$ cat src/hw/rtl/ris_pkg.sv
// Shared types and constants for the rotation source-address generator.
// Used by ris_geom, ris_map and rotate_image_source_address; no dependencies.

package ris_pkg;

	// Field and register widths.
	localparam int TRIG_W    = 16;
	localparam int TRIG_FRAC = 14;
	localparam int DIM_W     = 12;
	localparam int DEST_W    = 12;
	localparam int SRC_W     = 11;
	localparam int IDX_W     = 22;
	localparam int BOX_W     = 13;
	localparam int CFG_IDX_W = 2;
	localparam int CFG_DAT_W = 16;

	// Internal arithmetic widths.
	localparam int CPROD_W = DIM_W + 1 + TRIG_W;      // corner product, signed
	localparam int COORD_W = CPROD_W + 1;             // corner sums and box bounds
	localparam int PROD_W  = COORD_W + TRIG_W;        // mapping product, signed
	localparam int SUM_W   = PROD_W + 1;              // mapping sum, signed
	localparam int QUO_W   = SUM_W - 2 * TRIG_FRAC;   // truncated source coordinate

	// Source size limit and box size saturation.
	localparam logic [DIM_W-1:0] MAX_DIM = DIM_W'(2048);
	localparam logic [BOX_W-1:0] BOX_MAX = BOX_W'(8191);

	// Cycles that in_ready stays low after reset or a register write.
	localparam int               SETTLE_W      = 2;
	localparam logic [SETTLE_W-1:0] SETTLE_CYCLES = SETTLE_W'(3);

	// Register indexes on the configuration port.
	localparam logic [CFG_IDX_W-1:0] REG_COS        = CFG_IDX_W'(0);
	localparam logic [CFG_IDX_W-1:0] REG_SIN        = CFG_IDX_W'(1);
	localparam logic [CFG_IDX_W-1:0] REG_SRC_WIDTH  = CFG_IDX_W'(2);
	localparam logic [CFG_IDX_W-1:0] REG_SRC_HEIGHT = CFG_IDX_W'(3);

	// Reset values of the registers.
	localparam logic [TRIG_W-1:0] COS_RESET    = TRIG_W'(16384);
	localparam logic [TRIG_W-1:0] SIN_RESET    = TRIG_W'(0);
	localparam logic [DIM_W-1:0]  WIDTH_RESET  = DIM_W'(640);
	localparam logic [DIM_W-1:0]  HEIGHT_RESET = DIM_W'(400);

	// Geometry derived from the registers: box minima (two's complement, Q.14)
	// and the rotated box size.
	typedef struct packed {
		logic [COORD_W-1:0] minx;
		logic [COORD_W-1:0] miny;
		logic [BOX_W-1:0]   dest_width;
		logic [BOX_W-1:0]   dest_height;
	} ris_geom_t;

	// Load enables of the four mapping stages.
	typedef struct packed {
		logic ld_s1;
		logic ld_s2;
		logic ld_s3;
		logic ld_s4;
	} ris_stage_en_t;

endpackage

$ cat src/hw/rtl/ris_geom.sv
// Rotated bounding box: corner products, box minima and maxima, box size.
// Depends on ris_pkg. Three register stages refresh every cycle from the registers.

module ris_geom (
	input  logic                              clk,
	input  logic signed [ris_pkg::TRIG_W-1:0] cos_q14,
	input  logic signed [ris_pkg::TRIG_W-1:0] sin_q14,
	input  logic        [ris_pkg::DIM_W-1:0]  w_eff,
	input  logic        [ris_pkg::DIM_W-1:0]  h_eff,
	output ris_pkg::ris_geom_t                geom
);

	logic signed [ris_pkg::CPROD_W-1:0] wc_q, ws_q, hc_q, hs_q;
	logic signed [ris_pkg::COORD_W-1:0] p1x, p2x, p3x, p1y, p2y, p3y;
	logic signed [ris_pkg::COORD_W-1:0] minx_c, miny_c, maxx_c, maxy_c;
	logic signed [ris_pkg::COORD_W-1:0] minx_q, miny_q, maxx_q, maxy_q;
	logic        [ris_pkg::COORD_W-1:0] dx, dy, cx, cy;
	logic        [ris_pkg::COORD_W-ris_pkg::TRIG_FRAC-1:0] nx, ny;
	logic        [ris_pkg::BOX_W-1:0]   dest_width_q, dest_height_q;

	// Corner products of the source size with cosine and sine.
	always_ff @(posedge clk) begin
		wc_q <= $signed({1'b0, w_eff}) * cos_q14;
		ws_q <= $signed({1'b0, w_eff}) * sin_q14;
		hc_q <= $signed({1'b0, h_eff}) * cos_q14;
		hs_q <= $signed({1'b0, h_eff}) * sin_q14;
	end

	// Rotated corners; the origin corner stays at zero.
	always_comb begin
		p1x = -ris_pkg::COORD_W'(hs_q);
		p2x = ris_pkg::COORD_W'(wc_q) - ris_pkg::COORD_W'(hs_q);
		p3x = ris_pkg::COORD_W'(wc_q);
		p1y = ris_pkg::COORD_W'(hc_q);
		p2y = ris_pkg::COORD_W'(hc_q) + ris_pkg::COORD_W'(ws_q);
		p3y = ris_pkg::COORD_W'(ws_q);

		minx_c = (p1x < p2x) ? p1x : p2x;
		minx_c = (p3x < minx_c) ? p3x : minx_c;
		minx_c = (minx_c < 0) ? minx_c : '0;
		miny_c = (p1y < p2y) ? p1y : p2y;
		miny_c = (p3y < miny_c) ? p3y : miny_c;
		miny_c = (miny_c < 0) ? miny_c : '0;

		maxx_c = (p1x > p2x) ? p1x : p2x;
		maxx_c = (p3x > maxx_c) ? p3x : maxx_c;
		maxy_c = (p1y > p2y) ? p1y : p2y;
		maxy_c = (p3y > maxy_c) ? p3y : maxy_c;
	end

	always_ff @(posedge clk) begin
		minx_q <= minx_c;
		miny_q <= miny_c;
		maxx_q <= maxx_c;
		maxy_q <= maxy_c;
	end

	// Box size is the ceiling of the span in whole pixels, saturated.
	// The minimum includes every corner, so the span is never negative.
	always_comb begin
		dx = maxx_q - minx_q;
		dy = maxy_q - miny_q;
		cx = dx + ris_pkg::COORD_W'((1 << ris_pkg::TRIG_FRAC) - 1);
		cy = dy + ris_pkg::COORD_W'((1 << ris_pkg::TRIG_FRAC) - 1);
		nx = cx[ris_pkg::COORD_W-1:ris_pkg::TRIG_FRAC];
		ny = cy[ris_pkg::COORD_W-1:ris_pkg::TRIG_FRAC];
	end

	always_ff @(posedge clk) begin
		if (nx > (ris_pkg::COORD_W-ris_pkg::TRIG_FRAC)'(ris_pkg::BOX_MAX)) begin
			dest_width_q <= ris_pkg::BOX_MAX;
		end else begin
			dest_width_q <= nx[ris_pkg::BOX_W-1:0];
		end
		if (ny > (ris_pkg::COORD_W-ris_pkg::TRIG_FRAC)'(ris_pkg::BOX_MAX)) begin
			dest_height_q <= ris_pkg::BOX_MAX;
		end else begin
			dest_height_q <= ny[ris_pkg::BOX_W-1:0];
		end
	end

	assign geom.minx        = minx_q;
	assign geom.miny        = miny_q;
	assign geom.dest_width  = dest_width_q;
	assign geom.dest_height = dest_height_q;

endmodule

$ cat config.mk
export PLATFORM = sky130hd
export DESIGN_NAME = ris_geom
export DESIGN_NICKNAME = d
export VERILOG_FILES = /design/src/hw/rtl/ris_pkg.sv /design/src/hw/rtl/ris_geom.sv
export SDC_FILE = /design/constraint.sdc
export NUM_CORES = 2
export LEC_CHECK = 0
export BUFFER_PORTS_ARGS = -buffer_cell sky130_fd_sc_hd__buf_2
export CORE_UTILIZATION = 52
export CTS_BUF_LIST = sky130_fd_sc_hd__clkbuf_8
export CTS_CLUSTER_SIZE = 24
export DETAILED_ROUTE_END_ITERATION = 12
export GPL_ROUTABILITY_DRIVEN = 0
export GPL_TIMING_DRIVEN = 0
export PLACE_DENSITY_LB_ADDON = 0.12
export SKIP_CTS_REPAIR_TIMING = 1
export SLEW_MARGIN = 30
export SYNTH_ARGS = -nofsm -noshare
export SYNTH_HDL_FRONTEND = slang
export SYNTH_SLANG_ARGS = --single-unit
$ cat constraint.sdc
create_clock -name clk -period 12.7 [get_ports clk]
set_clock_uncertainty 0.2 [all_clocks]
set_input_delay 1.905 -clock clk [delete_from_list [all_inputs] [get_ports clk]]
set_output_delay 1.905 -clock clk [all_outputs]
set_load 0.05 [all_outputs]
==> qor.yml <==
outcome:
  status: "finished with violations"
  violations: "DRC"
critical_path:
  worstReg2RegEnd: "minx_q[9]$_SDFF_PN0_"
  rrSetupSlack_ns: 1.77
  crit_path_top_delay_cell: "clkbuf_1"
  worstPathRequired_ns: 13.00
  cp_max_fo: 10
  endpoint_kind: "flop"
  crit_arrival_ns: 11.23
  cpPeakStageDelay_ns: 0.77
  rr_worst_depth: 45
  critical_path_class: "reg -> reg"
  worstSetupStartpointType: "flop"
  r2r-start: "hs_q[10]$_DFF_P_"
timing:
  rsz0062_at_grt: "no"
  slew_headroom_pct: 28.2
  fin_crit_ns: 10.93
  period_share_pct: 86.0
  fmax_ghz: 0.0915
  hold_viol: 0
  worst_hold_slack_ns: 0.339
  drv_slew: 0
  finalSetupTns_ns: 0
  setup_viol: 0
  tightest_slew_ns: 1.08
logic_synthesis:
  synthAdderAreaFrac_pct: 46.8
  synth-xor-area-share_pct: 4.15
  synth_compound_area_share_pct: 9.21
  async_flop_share_pct: 0
  syn_avg_cell_area_um2: 8.89
  syn_area_um2: 46700
  synth-main-ff-cell: "dfxtp_1"
  netlist_instances: 5249
  yosysSeqAreaShare_pct: 11.2
  yosys_warnings: 0
  synth_fp_nets: 6620
  ys_ff_latch: 262
  synth_top_family_by_area: "adder cells"
  synthSimpleGateAreaFrac_pct: 15.5
  synth_edf_count: 0
  muxShareOfSynthArea_pct: 2.94
  synth.distinct_cells: 85
clock_tree:
  clockBufferDepth: 3
  cts_tree: "done"
  cts_root_buf: "clkbuf_8"
  cts_htree_levels: 2
  cts_made_buffers: 50
  path_clk_slew_ns: 0.07
  insertion_delay_ns: 0.65
  clock-sinks: 262
cells_and_area:
  ff_latch_area_um2: 5250
  stdcell_count: 6652
  area_growth_pct: 6.98
  drive_above_1_share_pct: 5.42
  nets: 6815
  finalInstanceArea_um2: 49900
  fillers: 8371
  multi_input_area_um2: 36700
global_route:
  grt_max_degree: 14
  grt_util_met1_pct: 43.6
  grt_util_met3_pct: 8.47
  antenna_found_initial: 11
  grtUsageMet2_pct: 40.9
  gr-usage-all-layers_pct: 29.1
  grt_busiest_layer: "met1"
  grt_pass1_vias: 35594
  grt_pass1_wl_mm: 202
  grt_overflow_total: 0
routing:
  vias: 36364
  vias_per_cell: 5.47
  drtIter0Drc: 2988
  wirelength_mm: 128
  ant_nets: 0
  dr.pass1.iters: 12
  drc: 22
  wl_per_cell_um: 19.3
min_path:
  hold_path.class: "reg -> reg"
  holdCritStartpoint: "wc_q[27]$_DFF_P_"
  min_to: "maxx_q[27]$_DFF_P_"
  min_path_cells: 2
floorplanning:
  die_area_um2: 90900
  io-pin-count: 143
  die_y_um: 302
  coreArea_um2: 88600
  die_w_um: 302
  start_util_pct: 52.6
  row_count: 109
placed_design:
  dp_cells: 6556
  io_buffer_count: 142
  dp_hpwl_mm: 109
  post_dp_cell_area_um2: 48800
job:
  max_cap_violations: 0
-- flip-flops by register name, indices dropped and copies added, names as in the netlist --
name / flops
hc_q: 29
hs_q: 29
dest_height_q: 13
maxy_q: 30
maxx_q: 30
miny_q: 30
dest_width_q: 13
minx_q: 30
wc_q: 29
ws_q: 29
-- worst max-delay path, delay by kind of cell (launching register included) --
kind	cells	cell delay (ns)
buffers and inverters	7	2.66
XOR/XNOR	1	0.55
AO/OA/AOI/OAI	20	4.21
AND/OR/NAND/NOR	14	1.78
flip-flops	1	0.45
adder cells (fa/ha/maj)	3	0.90
-- cell usage after synthesis (13+ instances only) --
cell type / number / area share [%]
or2_2: 18 / 0.24
nor3_1: 61 / 0.65
nor2b_1: 51 / 0.68
inv_1: 1040 / 8.4
a21oi_1: 219 / 2.3
a21o_1: 68 / 1.1
ha_1: 600 / 16
o21bai_1: 38 / 0.61
o211ai_1: 16 / 0.26
nand2_1: 465 / 3.7
a31oi_1: 21 / 0.28
nand3_1: 77 / 0.83
and3_1: 24 / 0.32
fa_1: 714 / 31
nor2_1: 183 / 1.5
o21ai_0: 87 / 0.93
clkbuf_1: 168 / 1.4
xnor2_1: 175 / 3.3
or3_1: 16 / 0.21
nor4_1: 13 / 0.17
o2bb2ai_1: 27 / 0.51
and2_1: 419 / 5.6
dfxtp_1: 262 / 11
nand4_1: 30 / 0.40
o31ai_1: 39 / 0.63
mux2i_1: 123 / 2.6
a211oi_1: 15 / 0.24
xor2_1: 39 / 0.73
nand2b_1: 40 / 0.54
o21a_1: 37 / 0.60
-- worst max path at each step --
stage                           startpoint                   end  slack, ns  cells past startpoint
after floorplan                 sin_q14[7]      ws_q[28]$_DFF_P_       4.53                     26
after global placement    hs_q[10]$_DFF_P_  minx_q[9]$_SDFF_PN0_       2.24                     45
after global routing      hs_q[10]$_DFF_P_  minx_q[9]$_SDFF_PN0_       1.03                     45
after CTS                 hs_q[10]$_DFF_P_  minx_q[9]$_SDFF_PN0_       2.17                     45
after detailed placement  hs_q[10]$_DFF_P_  minx_q[9]$_SDFF_PN0_       2.22                     45
final                     hs_q[10]$_DFF_P_  minx_q[9]$_SDFF_PN0_       1.77                     45
-- cell families after synthesis --
group / count (synthesis)
AND/OR/NAND/NOR: 1431
adder cells (fa/ha/maj): 1318
buffers and inverters: 1230
AO/OA/AOI/OAI: 656
flip-flops: 262
XOR/XNOR: 217
multiplexers: 135
-- through the flow --
stage / utilization, % / setup WS [ns]
final: 56.3 / 1.77
after global routing: 56.3 / 1.03
after CTS: 56.3 / 2.17
after detailed placement: 55.1 / 2.22
after global placement: 55.1 / 2.24
after floorplan: - / 4.53
-- area by class of cell --
class | count | area share [%]
Multi-Input combinational cell | 3757 | 73.5
Clock inverter | 27 | 0.399
Tap cell | 1165 | 2.92
Sequential cell | 262 | 10.5
Timing Repair Buffer | 143 | 1.44
Buffer | 190 | 1.66
Antenna cell | 6 | 0.0301
Clock buffer | 62 | 1.71
Inverter | 1040 | 7.82
-- metal layers --
metal,vias to the layer above,part of all wire (%)
met3,189,11
met5,-,0.067
met4,4,2.3
met2,1379,40
li1,17035,-
met1,17757,47
-- placed cells by master, fill, tap and decap left out, types with 87 or more instances in the layout --
cell type,n
clkbuf_1,163
nand2_1,465
o21ai_0,87
buf_2,150
inv_1,1047
ha_1,600
fa_1,714
nor2_1,183
mux2i_1,123
dfxtp_1,262
xnor2_1,175
a21oi_1,219
and2_1,419
Power is not shown: default switching activity piles up to over one toggle a cycle in this logic, so the estimate is an artifact.
